## src/rtl/sliding_window_rate_meter_assert.svh

```systemverilog
// ----------------------------------------------------------------------------
// sliding window rate meter assertion macros
// Shared property macros, clocked on clk and disabled while rst is high.
// ----------------------------------------------------------------------------
`ifndef SLIDING_WINDOW_RATE_METER_ASSERT_SVH
`define SLIDING_WINDOW_RATE_METER_ASSERT_SVH

// same-cycle implication
`define SWRM_ASSERT_IMP(label, ante, cons, msg) \
  label: assert property (@(posedge clk) disable iff (rst) (ante) |-> (cons)) \
    else $error(msg);

// next-cycle implication
`define SWRM_ASSERT_NXT(label, ante, cons, msg) \
  label: assert property (@(posedge clk) disable iff (rst) (ante) |=> (cons)) \
    else $error(msg);

`endif

```

## src/rtl/swrm_pkg.sv

```systemverilog
// ----------------------------------------------------------------------------
// swrm_pkg
// Widths, constants and shared types of the sliding window rate meter.
// ----------------------------------------------------------------------------
package swrm_pkg;

  // field and state widths
  localparam int BYTE_W   = 20;
  localparam int TIME_W   = 40;
  localparam int RATE_W   = 40;
  localparam int TOTAL_W  = 64;
  localparam int SLOT_W   = 32;
  localparam int DIFF_W   = TOTAL_W - 1;

  // byte difference times 1000 needs 63 + 10 bits
  localparam int WORK_W    = DIFF_W + 10;
  localparam int DIV_STEPS = WORK_W;
  localparam int CNT_W     = $clog2(DIV_STEPS);

  localparam int WINDOW_SLOTS_DEF = 16;

  localparam logic [RATE_W-1:0] RATE_MAX = '1;

  // shared adder operation
  typedef enum logic {
    ALU_ADD = 1'b0,
    ALU_SUB = 1'b1
  } alu_op_t;

  typedef struct packed {
    alu_op_t           op;
    logic [WORK_W-1:0] a;
    logic [WORK_W-1:0] b;
  } alu_req_t;

  typedef struct packed {
    logic [WORK_W-1:0] sum;
    logic              carry;
  } alu_rsp_t;

endpackage

```

## src/rtl/swrm_alu.sv

```systemverilog
// ----------------------------------------------------------------------------
// swrm_alu
// Shared wide add/subtract unit; carry out high on subtract means a >= b.
// ----------------------------------------------------------------------------
module swrm_alu (
  input  swrm_pkg::alu_req_t req,
  output swrm_pkg::alu_rsp_t rsp
);

  logic                        is_sub;
  logic [swrm_pkg::WORK_W-1:0] b_eff;
  logic [swrm_pkg::WORK_W:0]   full;

  // two's complement subtract through the same adder
  assign is_sub = (req.op == swrm_pkg::ALU_SUB);
  assign b_eff  = is_sub ? ~req.b : req.b;
  assign full   = {1'b0, req.a} + {1'b0, b_eff} + (swrm_pkg::WORK_W + 1)'(is_sub);

  assign rsp.sum   = full[swrm_pkg::WORK_W-1:0];
  assign rsp.carry = full[swrm_pkg::WORK_W];

endmodule

```

## src/rtl/swrm_ring.sv

```systemverilog
// ----------------------------------------------------------------------------
// swrm_ring
// Byte total ring with per-slot valid bits and timestamp ring, registered read.
// ----------------------------------------------------------------------------
module swrm_ring #(
  parameter int DEPTH = swrm_pkg::WINDOW_SLOTS_DEF,
  parameter int IDX_W = $clog2(DEPTH)
) (
  input  logic                         clk,
  input  logic                         rst,
  input  logic                         wr,
  input  logic                         wr_time,
  input  logic [IDX_W-1:0]             wr_idx,
  input  logic [swrm_pkg::TOTAL_W-1:0] wr_bytes,
  input  logic [swrm_pkg::TIME_W-1:0]  wr_ms,
  input  logic                         rd,
  input  logic [IDX_W-1:0]             rd_idx,
  output logic [swrm_pkg::TOTAL_W-1:0] rd_bytes,
  output logic [swrm_pkg::TIME_W-1:0]  rd_ms
);

  logic [swrm_pkg::TOTAL_W-1:0] byte_mem [DEPTH];
  logic [swrm_pkg::TIME_W-1:0]  time_mem [DEPTH];
  logic [DEPTH-1:0]             valid;
  logic [swrm_pkg::TOTAL_W-1:0] byte_q;
  logic                         byte_ok;

  // valid bits: an unwritten byte slot reads as zero
  always_ff @(posedge clk) begin
    if (rst) begin
      valid <= '0;
    end else if (wr) begin
      valid[wr_idx] <= 1'b1;
    end
  end

  // storage write
  always_ff @(posedge clk) begin
    if (wr) begin
      byte_mem[wr_idx] <= wr_bytes;
    end
    if (wr_time) begin
      time_mem[wr_idx] <= wr_ms;
    end
  end

  // registered read
  always_ff @(posedge clk) begin
    if (rd) begin
      byte_q  <= byte_mem[rd_idx];
      byte_ok <= valid[rd_idx];
      rd_ms   <= time_mem[rd_idx];
    end
  end

  assign rd_bytes = byte_ok ? byte_q : '0;

endmodule

```

## src/rtl/sliding_window_rate_meter.sv

```systemverilog
// ----------------------------------------------------------------------------
// sliding_window_rate_meter
// Byte rate over a sliding window of tick slots, with a shared serial divider.
// ----------------------------------------------------------------------------
// A byte event runs ST_BYTE_ADD and ST_DONE before the next possible input
// transfer; a tick runs ST_TICK_WR through ST_DONE, with ST_DIV the restoring
// divide of (byte difference * 1000) by the millisecond difference, one
// quotient bit per cycle on the single shared 73-bit adder that also does the
// running total, both differences and the multiply by 1000. Each item
// gives one result, the latest rate; if the previous result has not been
// taken, the block holds the new one until the output register frees up.
// No clearing pass after reset: the byte ring uses one valid bit per slot.
module sliding_window_rate_meter #(
  parameter int WINDOW_SLOTS = swrm_pkg::WINDOW_SLOTS_DEF
) (
  input  logic                        clk,
  input  logic                        rst,
  input  logic                        in_valid,
  output logic                        in_ready,
  input  logic                        action,
  input  logic [swrm_pkg::BYTE_W-1:0] byte_count,
  input  logic [swrm_pkg::TIME_W-1:0] now_ms,
  output logic                        out_valid,
  input  logic                        out_ready,
  output logic [swrm_pkg::RATE_W-1:0] rate_bytes_per_s
);

  localparam int IDX_W = $clog2(WINDOW_SLOTS);
  localparam logic [IDX_W-1:0] LAST_IDX = IDX_W'(WINDOW_SLOTS - 1);

  typedef enum logic [10:0] {
    ST_IDLE     = 11'b00000000001,
    ST_BYTE_ADD = 11'b00000000010,
    ST_TICK_WR  = 11'b00000000100,
    ST_TICK_RD  = 11'b00000001000,
    ST_DIFF     = 11'b00000010000,
    ST_MS       = 11'b00000100000,
    ST_MUL1     = 11'b00001000000,
    ST_MUL2     = 11'b00010000000,
    ST_DIV      = 11'b00100000000,
    ST_RATE     = 11'b01000000000,
    ST_DONE     = 11'b10000000000
  } state_t;

  state_t state;
  state_t state_next;

  // architectural state
  logic [swrm_pkg::TOTAL_W-1:0] total;
  logic [swrm_pkg::SLOT_W-1:0]  slot_count;
  logic [IDX_W-1:0]             cur_idx;
  logic [swrm_pkg::RATE_W-1:0]  current_rate;

  // item and work registers
  logic                         action_q;
  logic [swrm_pkg::BYTE_W-1:0]  byte_q;
  logic [swrm_pkg::TIME_W-1:0]  now_q;
  logic [IDX_W-1:0]             chk_idx;
  logic [swrm_pkg::DIFF_W-1:0]  diff;
  logic [swrm_pkg::TIME_W-1:0]  ms;
  logic [swrm_pkg::WORK_W-1:0]  work;
  logic [swrm_pkg::TIME_W-1:0]  rem;
  logic [swrm_pkg::CNT_W-1:0]   cnt;

  // slot advance
  logic [swrm_pkg::SLOT_W-1:0]  slot_count_next;
  logic [IDX_W-1:0]             cur_idx_next;
  logic                         filled;

  // shared unit and ring
  swrm_pkg::alu_req_t           alu_req;
  swrm_pkg::alu_rsp_t           alu_rsp;
  logic                         ring_wr;
  logic                         ring_wr_time;
  logic [swrm_pkg::TOTAL_W-1:0] ring_wr_bytes;
  logic                         ring_rd;
  logic [swrm_pkg::TOTAL_W-1:0] ring_rd_bytes;
  logic [swrm_pkg::TIME_W-1:0]  ring_rd_ms;

  logic                         in_xfer;
  logic                         out_load;
  logic [swrm_pkg::TIME_W:0]    div_shift;
  logic [swrm_pkg::TOTAL_W-1:0] sub64;
  logic [swrm_pkg::TIME_W-1:0]  sub40;

  assign in_ready = (state == ST_IDLE);
  assign in_xfer  = in_valid && in_ready;
  assign out_load = (state == ST_DONE) && (!out_valid || out_ready);

  // next slot indexes; the modulo counter restarts when the slot count wraps
  assign slot_count_next = slot_count + swrm_pkg::SLOT_W'(1);
  assign cur_idx_next    = ((slot_count == '1) || (cur_idx == LAST_IDX)) ?
                           '0 : cur_idx + IDX_W'(1);
  assign filled          = (slot_count_next >= swrm_pkg::SLOT_W'(WINDOW_SLOTS));

  assign div_shift = {rem, work[swrm_pkg::WORK_W-1]};
  assign sub64     = alu_rsp.sum[swrm_pkg::TOTAL_W-1:0];
  assign sub40     = alu_rsp.sum[swrm_pkg::TIME_W-1:0];

  // operand selection for the shared adder
  always_comb begin
    alu_req.op = swrm_pkg::ALU_SUB;
    alu_req.a  = '0;
    alu_req.b  = '0;
    case (state)
      ST_BYTE_ADD: begin
        alu_req.op = swrm_pkg::ALU_ADD;
        alu_req.a  = swrm_pkg::WORK_W'(total);
        alu_req.b  = swrm_pkg::WORK_W'(byte_q);
      end
      ST_DIFF: begin
        alu_req.a = swrm_pkg::WORK_W'(total);
        alu_req.b = swrm_pkg::WORK_W'(ring_rd_bytes);
      end
      ST_MS: begin
        alu_req.a = swrm_pkg::WORK_W'(now_q);
        alu_req.b = swrm_pkg::WORK_W'(ring_rd_ms);
      end
      ST_MUL1: begin
        alu_req.a = {diff, 10'b0};
        alu_req.b = swrm_pkg::WORK_W'({diff, 4'b0});
      end
      ST_MUL2: begin
        alu_req.a = work;
        alu_req.b = swrm_pkg::WORK_W'({diff, 3'b0});
      end
      ST_DIV: begin
        alu_req.a = swrm_pkg::WORK_W'(div_shift);
        alu_req.b = swrm_pkg::WORK_W'(ms);
      end
      default: begin
        alu_req.op = swrm_pkg::ALU_SUB;
      end
    endcase
  end

  swrm_alu u_alu (
    .req (alu_req),
    .rsp (alu_rsp)
  );

  // ring access
  assign ring_wr       = (state == ST_BYTE_ADD) || (state == ST_TICK_WR);
  assign ring_wr_time  = (state == ST_TICK_WR);
  assign ring_wr_bytes = (state == ST_BYTE_ADD) ? sub64 : total;
  assign ring_rd       = (state == ST_TICK_RD);

  swrm_ring #(
    .DEPTH (WINDOW_SLOTS),
    .IDX_W (IDX_W)
  ) u_ring (
    .clk      (clk),
    .rst      (rst),
    .wr       (ring_wr),
    .wr_time  (ring_wr_time),
    .wr_idx   (cur_idx),
    .wr_bytes (ring_wr_bytes),
    .wr_ms    (now_q),
    .rd       (ring_rd),
    .rd_idx   (chk_idx),
    .rd_bytes (ring_rd_bytes),
    .rd_ms    (ring_rd_ms)
  );

  // sequencer
  always_comb begin
    state_next = state;
    case (state)
      ST_IDLE: begin
        if (in_valid) begin
          state_next = action ? ST_TICK_WR : ST_BYTE_ADD;
        end
      end
      ST_BYTE_ADD: state_next = ST_DONE;
      ST_TICK_WR:  state_next = ST_TICK_RD;
      ST_TICK_RD:  state_next = ST_DIFF;
      ST_DIFF:     state_next = ST_MS;
      ST_MS:       state_next = ST_MUL1;
      ST_MUL1:     state_next = ST_MUL2;
      ST_MUL2:     state_next = ST_DIV;
      ST_DIV: begin
        if (cnt == swrm_pkg::CNT_W'(swrm_pkg::DIV_STEPS - 1)) begin
          state_next = ST_RATE;
        end
      end
      ST_RATE: state_next = ST_DONE;
      ST_DONE: begin
        if (out_load) begin
          state_next = ST_IDLE;
        end
      end
      default: state_next = ST_IDLE;
    endcase
  end

  // control and architectural state
  always_ff @(posedge clk) begin
    if (rst) begin
      state        <= ST_IDLE;
      total        <= '0;
      slot_count   <= '0;
      cur_idx      <= '0;
      current_rate <= '0;
      out_valid    <= 1'b0;
    end else begin
      state <= state_next;
      if (state == ST_BYTE_ADD) begin
        total <= sub64;
      end
      if (state == ST_TICK_WR) begin
        slot_count <= slot_count_next;
        cur_idx    <= cur_idx_next;
      end
      // quotient above the output range saturates
      if (state == ST_RATE) begin
        current_rate <= (|work[swrm_pkg::WORK_W-1:swrm_pkg::RATE_W]) ?
                        swrm_pkg::RATE_MAX : work[swrm_pkg::RATE_W-1:0];
      end
      if (out_load) begin
        out_valid <= 1'b1;
      end else if (out_ready) begin
        out_valid <= 1'b0;
      end
    end
  end

  // item capture and datapath registers
  always_ff @(posedge clk) begin
    if (in_xfer) begin
      action_q <= action;
      byte_q   <= byte_count;
      now_q    <= now_ms;
    end
    if (out_load) begin
      rate_bytes_per_s <= current_rate;
    end
    case (state)
      // reference slot: slot 0 until the ring has filled, then the oldest
      ST_TICK_WR: begin
        chk_idx <= filled ? cur_idx_next : '0;
      end
      // negative byte difference counts as zero
      ST_DIFF: begin
        diff <= sub64[swrm_pkg::TOTAL_W-1] ? '0 : sub64[swrm_pkg::DIFF_W-1:0];
      end
      // time standing still or going back counts as one ms
      ST_MS: begin
        ms <= (alu_rsp.carry && (sub40 != '0)) ? sub40 : swrm_pkg::TIME_W'(1);
      end
      // times 1000 as times 1024 minus 16 minus 8
      ST_MUL1: begin
        work <= alu_rsp.sum;
      end
      ST_MUL2: begin
        work <= alu_rsp.sum;
        rem  <= '0;
        cnt  <= '0;
      end
      // one restoring divide step, quotient bits shift into work
      ST_DIV: begin
        rem  <= alu_rsp.carry ? sub40 : div_shift[swrm_pkg::TIME_W-1:0];
        work <= {work[swrm_pkg::WORK_W-2:0], alu_rsp.carry};
        cnt  <= cnt + swrm_pkg::CNT_W'(1);
      end
      default: begin
        cnt <= cnt;
      end
    endcase
  end

  // checks
  `include "sliding_window_rate_meter_assert.svh"

  `SWRM_ASSERT_NXT(a_busy_after_xfer, in_xfer, !in_ready, "ready after input transfer")
  `SWRM_ASSERT_IMP(a_cur_in_range, 1'b1, cur_idx <= LAST_IDX, "current slot out of range")
  `SWRM_ASSERT_IMP(a_ms_nonzero, state == ST_MUL1, ms != '0, "zero divisor")
  `SWRM_ASSERT_NXT(a_out_load, out_load, out_valid && (rate_bytes_per_s == $past(current_rate)), "result not loaded")
  `SWRM_ASSERT_IMP(a_byte_path, state == ST_BYTE_ADD, !action_q, "byte path on tick item")

endmodule
```

## config.mk

```make
export PLATFORM = sky130hd
export DESIGN_NAME = sliding_window_rate_meter
export DESIGN_NICKNAME = d
export VERILOG_FILES = /design/src/rtl/swrm_pkg.sv /design/src/rtl/swrm_alu.sv /design/src/rtl/swrm_ring.sv /design/src/rtl/sliding_window_rate_meter.sv
export VERILOG_INCLUDE_DIRS = /design/src /design/src/rtl
export SDC_FILE = /design/constraint.sdc
export NUM_CORES = 2
export LEC_CHECK = 0
export BUFFER_PORTS_ARGS = -buffer_cell sky130_fd_sc_hd__buf_4
export CAP_MARGIN = 20
export CORE_ASPECT_RATIO = 2
export CORE_UTILIZATION = 35
export CTS_BUF_LIST = sky130_fd_sc_hd__clkbuf_16
export DETAILED_ROUTE_END_ITERATION = 16
export MAX_ROUTING_LAYER = met4
export PLACE_DENSITY = 0.5
export SLEW_MARGIN = 20
export SYNTH_ARGS = -nofsm -noshare
export SYNTH_HDL_FRONTEND = slang
export SYNTH_HIERARCHICAL = 1
export SYNTH_SLANG_ARGS = --single-unit
```

## constraint.sdc

```tcl
create_clock -name clk -period 7.5 [get_ports clk]
set_input_delay 0.75 -clock clk [delete_from_list [all_inputs] [get_ports clk]]
set_output_delay 0.75 -clock clk [all_outputs]
set_load 0.02 [all_outputs]
```

After elaboration in Yosys (flattened, before gate mapping)
Memories as Yosys holds them, arrays and structs flattened. A register that Yosys moved wholly into a read port is not among the register bits.
Index checks and enable logic that the tools add are counted.
{ "classes": {"order_cmp": 4, "n_bitwise": 2, "mux": 26, "n_eq_ne": 17, "add_sub_neg": 5, "n_reduce_logical": 16} }
{ "ops": {"columns": ["cell", "n"], "rows": [
  ["146-bit one-hot mux with 6 select lines", 1],
  ["73-bit one-hot mux with 2 select lines", 1],
  ["64-bit 2-to-1 mux", 2],
  ["11-bit one-hot mux with 10 select lines", 1],
  ["40-bit 2-to-1 mux", 2],
  ["40-bit one-hot mux with 2 select lines", 1],
  ["73-bit by 73-bit adder with 74-bit output", 1],
  ["74-bit by 1-bit adder with 74-bit output", 1],
  ["73-bit 2-to-1 mux", 1],
  ["73-bit NOT", 1],
  ["40-bit nonzero test", 1],
  ["11-bit 2-to-1 mux", 3],
  ["33-bit OR reduction", 1],
  ["32-bit by 1-bit adder with 32-bit output (second input constant)", 1],
  ["32-bit equality test (second input constant)", 1],
  ["32-bit by 5-bit greater-or-equal comparator with 1-bit output (second input constant)", 1],
  ["16-bit OR", 1],
  ["7-bit one-hot mux with 2 select lines", 1],
  ["11-bit by 1-bit equality test with 1-bit output (second input constant)", 1],
  ["11-bit by 10-bit equality test with 1-bit output (second input constant)", 1],
  ["11-bit equality test (second input constant)", 1],
  ["11-bit by 2-bit equality test with 1-bit output (second input constant)", 1],
  ["11-bit by 3-bit equality test with 1-bit output (second input constant)", 1],
  ["11-bit by 4-bit equality test with 1-bit output (second input constant)", 1],
  ["23 further kinds", 42]
]} }
{ "word_totals": {"input_bits": 65, "elab_cells": 89, "register_bits": 496, "mem_bits_rw": 1664, "n_memories": 2, "out_inout_bits": 42} }
{ "memory_table": {"columns": ["memory", "words", "width", "rd", "rd_clocked_by_memory_dff", "write_ports", "line", "source"], "rows": [
  ["u_ring.byte_mem", 16, 64, 1, 1, 1, "swrm_ring.sv:22", "logic [swrm_pkg::TOTAL_W-1:0] byte_mem [DEPTH];"],
  ["u_ring.time_mem", 16, 40, 1, 1, 1, "swrm_ring.sv:23", "logic [swrm_pkg::TIME_W-1:0] time_mem [DEPTH];"]
]} }

Logic depth before layout (Yosys ltp)
{ "depth": {"word_depth": 8, "ltp_mapped": 27} }

By module
The synthesis kept the hierarchy.
{ "by_module_without_submodules": {"columns": ["module", "cells_each", "n_inst", "area_each_um2"], "rows": [
  ["swrm_ring", 2828, 1, 66566.3],
  ["sliding_window_rate_meter", 2140, 1, 21431.8],
  ["swrm_alu", 711, 1, 4973.5]
]} }

Worst setup path after synthesis
OpenSTA, ideal clock, no wires.
{ "synth_timing": {"path_kind": "register to register", "startpoint": "register state[6]", "endpoint": "memory u_ring/byte_mem[2][0] in the netlist's numbering (enable)", "setup_time_ns": 0.564, "required_time_ns": 6.936, "path_slack_ns": 0.682, "synth_period_minus_slack_ns": 6.818, "path_stages_with_launch": 9, "path_buffers": 1, "arrival_time_ns": 6.253, "path_cell_list": "dfxtp_1 -> nor4_1 -> nand3_1 -> nor3b_2 -> inv_2 -> clkbuf_1 -> nand2_1 -> nand3b_1 -> nor3_1"} }
{ "synth_via": {"elab_chain_cells": 4, "elab_cells_between_ends": 5, "cone_classes": "eq/ne: 2; mux: 2; reduce/logical: 1"} }
{ "synth_lines": {"columns": ["element", "line", "source"], "rows": [
  ["from (decl)", "sliding_window_rate_meter.sv:45", "state_t state;"],
  ["from (signal assigned)", "sliding_window_rate_meter.sv:206", "state <= state_next;"],
  ["11-bit by 2-bit equality test with 1-bit output / 11-bit by 3-bit equality test with 1-bit output (equally long branches)", "sliding_window_rate_meter.sv:143", "assign ring_wr = (state == ST_BYTE_ADD) || (state == ST_TICK_WR);"],
  ["1-bit logical OR (*)", "sliding_window_rate_meter.sv:143", null],
  ["named net ring_wr", "sliding_window_rate_meter.sv:73", "logic ring_wr;"],
  ["1-bit 2-to-1 mux (*)", "swrm_ring.sv:39", "if (wr) begin"],
  ["1-bit 2-to-1 mux (implied by the code) (*)", "swrm_ring.sv:40", "byte_mem[wr_idx] <= wr_bytes;"],
  ["to (decl)", "swrm_ring.sv:22", null]
]} }
The timed path passes the listed nets; every way through them passes the cells marked *.

==> out/qor.csv <==
stage,metric,value,unit
power_and_ir_drop,total power,27.33,mW
yosys,leading area contributor after synthesis,edfxtp_1,
clock_tree,clock buffer count from CTS,198,
sta,normalized max-slew margin,25.95,%
floorplan,DIE AREA,267800,µm²
worst_hold_path,Worst Hold Class,primary input to register,
clock_tree,Worst-path clk slew,70,ps
floorplan,row count,267,
yosys,"Top FF cell, synth",edfxtp_1,
floorplan,die height,730.9,µm
sta,min Tclk post-route,6904,ps
yosys,Synth top area share,67.70,%
grt,pin count of the biggest net entering global routing,101,
yosys,Synth cell types,82,
yosys,"Seq/Total Area, Yosys",71.32,%
worst_setup_path,"setup slack, reg-to-reg",600,ps
floorplan,# IOs,107,
worst_setup_path,Setup crit start,state[6],
sta,final hold violation count,0,
placement,number of placed cells counting well taps,9091,
grt,first-pass GRT wire length,412700,µm
sta,final worst-path cycle share,92.06,%
placement,RePlAce Congestion,0.9530,
power_and_ir_drop,Cell Pwr Density,260.6,nW/µm²
clock_tree,clock latency on the worst-skew pair,910,ps
worst_setup_path,r2r startpoint,state[6],
yosys,synthesized area,92970,µm²
floorplan,core area,264300,µm²
grt,vias in the first global route,54870,
clock_tree,Max Root-Sink Buffers,4,
worst_setup_path,Worst Path Max Fanout,32,
worst_setup_path,Setup crit end,u_ring/byte_mem[8][56],
placement,"worst slack, placed",399.9,ps
clock_tree,Post-CTS Setup Bufs,0,
yosys,ys async rst share,0,%
yosys,Yosys reg bits,2264,
clock_tree,CTS tree,built,
yosys,Mapped Cells,5679,
detailed_routing,detailed-route via count,53130,
sta,Fin Setup TNS,0,ps
detailed_routing,post-route ant nets,0,
worst_setup_path,FF-to-FF End,u_ring/byte_mem[8][56],
yosys,synth cell count leaders,"2096 x edfxtp_1, 746 x nand2_1, 420 x mux4_2",
run,# Max-Cap Violations,0,
detailed_routing,vias per cell,5.608,
placement,port bufs,106,
worst_setup_path,R2R cell count,19,
sta,Worst Tran Pin Value,1095,ps
floorplan,initial cell density of the core,35.18,%
grt,GR Overflow Total,0,
grt,gr usage total,22.12,%
yosys,yosys warns,6,
clock_tree,clk root buf,clkbuf_16,
final_layout,Layout Cells excl Fill,9475,
sta,Final WS setup,595.7,ps
worst_setup_path,WP data required,8100,ps
worst_setup_path,CP Launch Type,register,
worst_setup_path,worst-path cell chain,"nor4_2, nand3_1, nor3b_4, buf_4, a22oi_1, nand2_1, xor2_1, fa_1, a211oi_1, o21ai_1, o2111ai_1, a2111oi_1, o2111a_1, a211oi_1, o31a_1, o21bai_1, xnor2_1, nand2_1, nand2_1",
detailed_routing,DRC viols,0,
power_and_ir_drop,Lkg Pwr,35.45,nW
floorplan,Die W,366.4,µm
worst_setup_path,Crit Path Category,register to register,
worst_setup_path,max incr delay on CP,670,ps
sta,"Slew Viols, Final",0,
worst_setup_path,WP data arrival,7500,ps
final_layout,share of layout cells above drive strength 1,16.89,%
run_status,status,"finished, final reports clean",
grt,initial antenna violation count,2,
worst_setup_path,"most used cell, CP",nand2_1,
clock_tree,# clock sinks,2264,
final_layout,area grow syn2layout,12.79,%
detailed_routing,WL per Instance,30.68,µm
detailed_routing,DRT iter0 DRCs,5141,
sta,worst clock skew,67.67,ps
detailed_routing,DR pass1 iterations,13,
detailed_routing,final wirelength,290600,µm
power_and_ir_drop,worst vdd ir,0.2134,mV
sta,Peak Freq,144.8,MHz
sta,RSZ-0062 raised after global routing,false,
sta,Setup-failing EPs final,0,
worst_setup_path,Worst path slowest cell,a211oi_1,
yosys,Post-synth EDFFs,2096,
yosys,mean post-synth cell area,16.37,µm²
worst_setup_path,Worst setup EP type,register,
yosys,most common cell in the netlist,edfxtp_1,
final_layout,# nets final,5963,
yosys,"top cells by area, synth","edfxtp_1 68%, mux4_2 10%, dfxtp_1 3.6%",
clock_tree,H-tree Lvls,4,
placement,Final HPWL DP,183800,µm
## routing by layer
layer / up-vias / routed length (µm) / global-route usage [%]
li1: 22590 / - / -
met1: 28320 / 106300 / 24.24
met2: 1683 / 160800 / 41.39
met3: 544 / 11070 / 1.803
met4: 0 / 12440 / 8.384
met5: - / 0 / -
## flip-flops by register name, summed over array words and instances, names as in the netlist
register,cells
u_ring/time_mem,640
slot_count,32
ms,40
u_ring/valid,16
rem,40
state,11
cnt,7
u_ring/byte_q,64
rate_bytes_per_s,40
byte_q,20
chk_idx,4
u_ring/rd_ms,40
u_ring/byte_ok,1
diff,63
out_valid,1
u_ring/byte_mem,1024
work,73
now_q,40
total,64
current_rate,40
cur_idx,4
## cell usage in the layout (no fill, tap or decap), types with 42 or more instances in the layout
cell	synthesis	final
nor3_1	73	65
nor2_1	257	231
edfxtp_1	2096	2096
dfxtp_1	168	168
ha_1	78	78
o21ai_0	47	47
nand2_1	746	745
mux4_2	420	420
xor2_1	121	121
clkbuf_16	0	201
a21oi_1	218	218
a21o_1	42	42
buf_4	21	217
inv_1	77	127
a222oi_1	141	141
clkinv_1	0	45
nor2b_1	78	75
a22oi_1	238	238
and2_1	117	116
xnor2_1	60	59
nand3_1	73	71
## where the power goes
part	internal [mW]	leakage (nW)	switching [mW]
Clock	5.41	3.20	4.69
Combinational	0.946	11.6	1.94
Sequential	14.2	20.6	0.180
## metrics by stage
step | utilization [%] | cell area, µm² | hold slack [ps]
6_report | 39.68 | 104900 | 54.37
5_1_grt | 39.68 | 104900 | 36.98
4_1_cts | 39.68 | 104800 | 0.6308
3_5_place_dp | 37.25 | 98440 | 419.0
3_3_place_gp | 37.24 | 98420 | 418.8
2_1_floorplan | - | 92990 | 409.0
## worst min path at each step
stage                     startpoint                    to  slack [ps]  cells past startpoint
global route              now_ms[27]             now_q[27]          40                      1
CTS                       now_ms[27]             now_q[27]         0.6                      1
floorplan            current_rate[0]   rate_bytes_per_s[0]         410                      0
detailed placement  current_rate[37]  rate_bytes_per_s[37]         420                      0
global placement    current_rate[37]  rate_bytes_per_s[37]         420                      0
finish                byte_count[19]            byte_q[19]          50                      1
## layout make-up
class                           count  area [µm²]
Fill cell                       24190      159400
Sequential cell                  2264       66300
Multi-Input combinational cell   2998       25100
Clock buffer                      201        5030
Tap cell                         3497        4375
Timing Repair Buffer              279        2611
Clock inverter                    153        1130
Inverter                           78       302.8
Antenna cell                        5       12.51
## worst max-delay path, delay by kind of cell (launching register included)
family,cells,cell delay [ps]
buf+inv,1,450
xor+xnor,2,640
fa+ha+maj,1,440
simple gates,6,1800
compound gates,9,2890
flops,1,370
## cell families (layout without fill, tap and decap cells)
group	after synthesis	in the layout	share of synthesized area (%)
AOI/OAI and AO/OA	819	819	6.332
xor gates and xnor gates	181	181	1.705
adders and majority gates	79	79	1.071
buffers and inverters	422	711	2.060
DFF	2264	2264	71.32
muxes	426	426	10.24
other	1	11	0.004033
and+or+nand+nor	1487	1487	7.267
## repair_timing
item / 4_1_cts / 5_1_grt
hold buffers: 25 / 0
gates resized for setup: 0 / 1
endpoints found under the setup margin: 0 / 4
hold endpoints to repair: 25 / 0
Note: power is estimated with default switching activity, not from simulation.
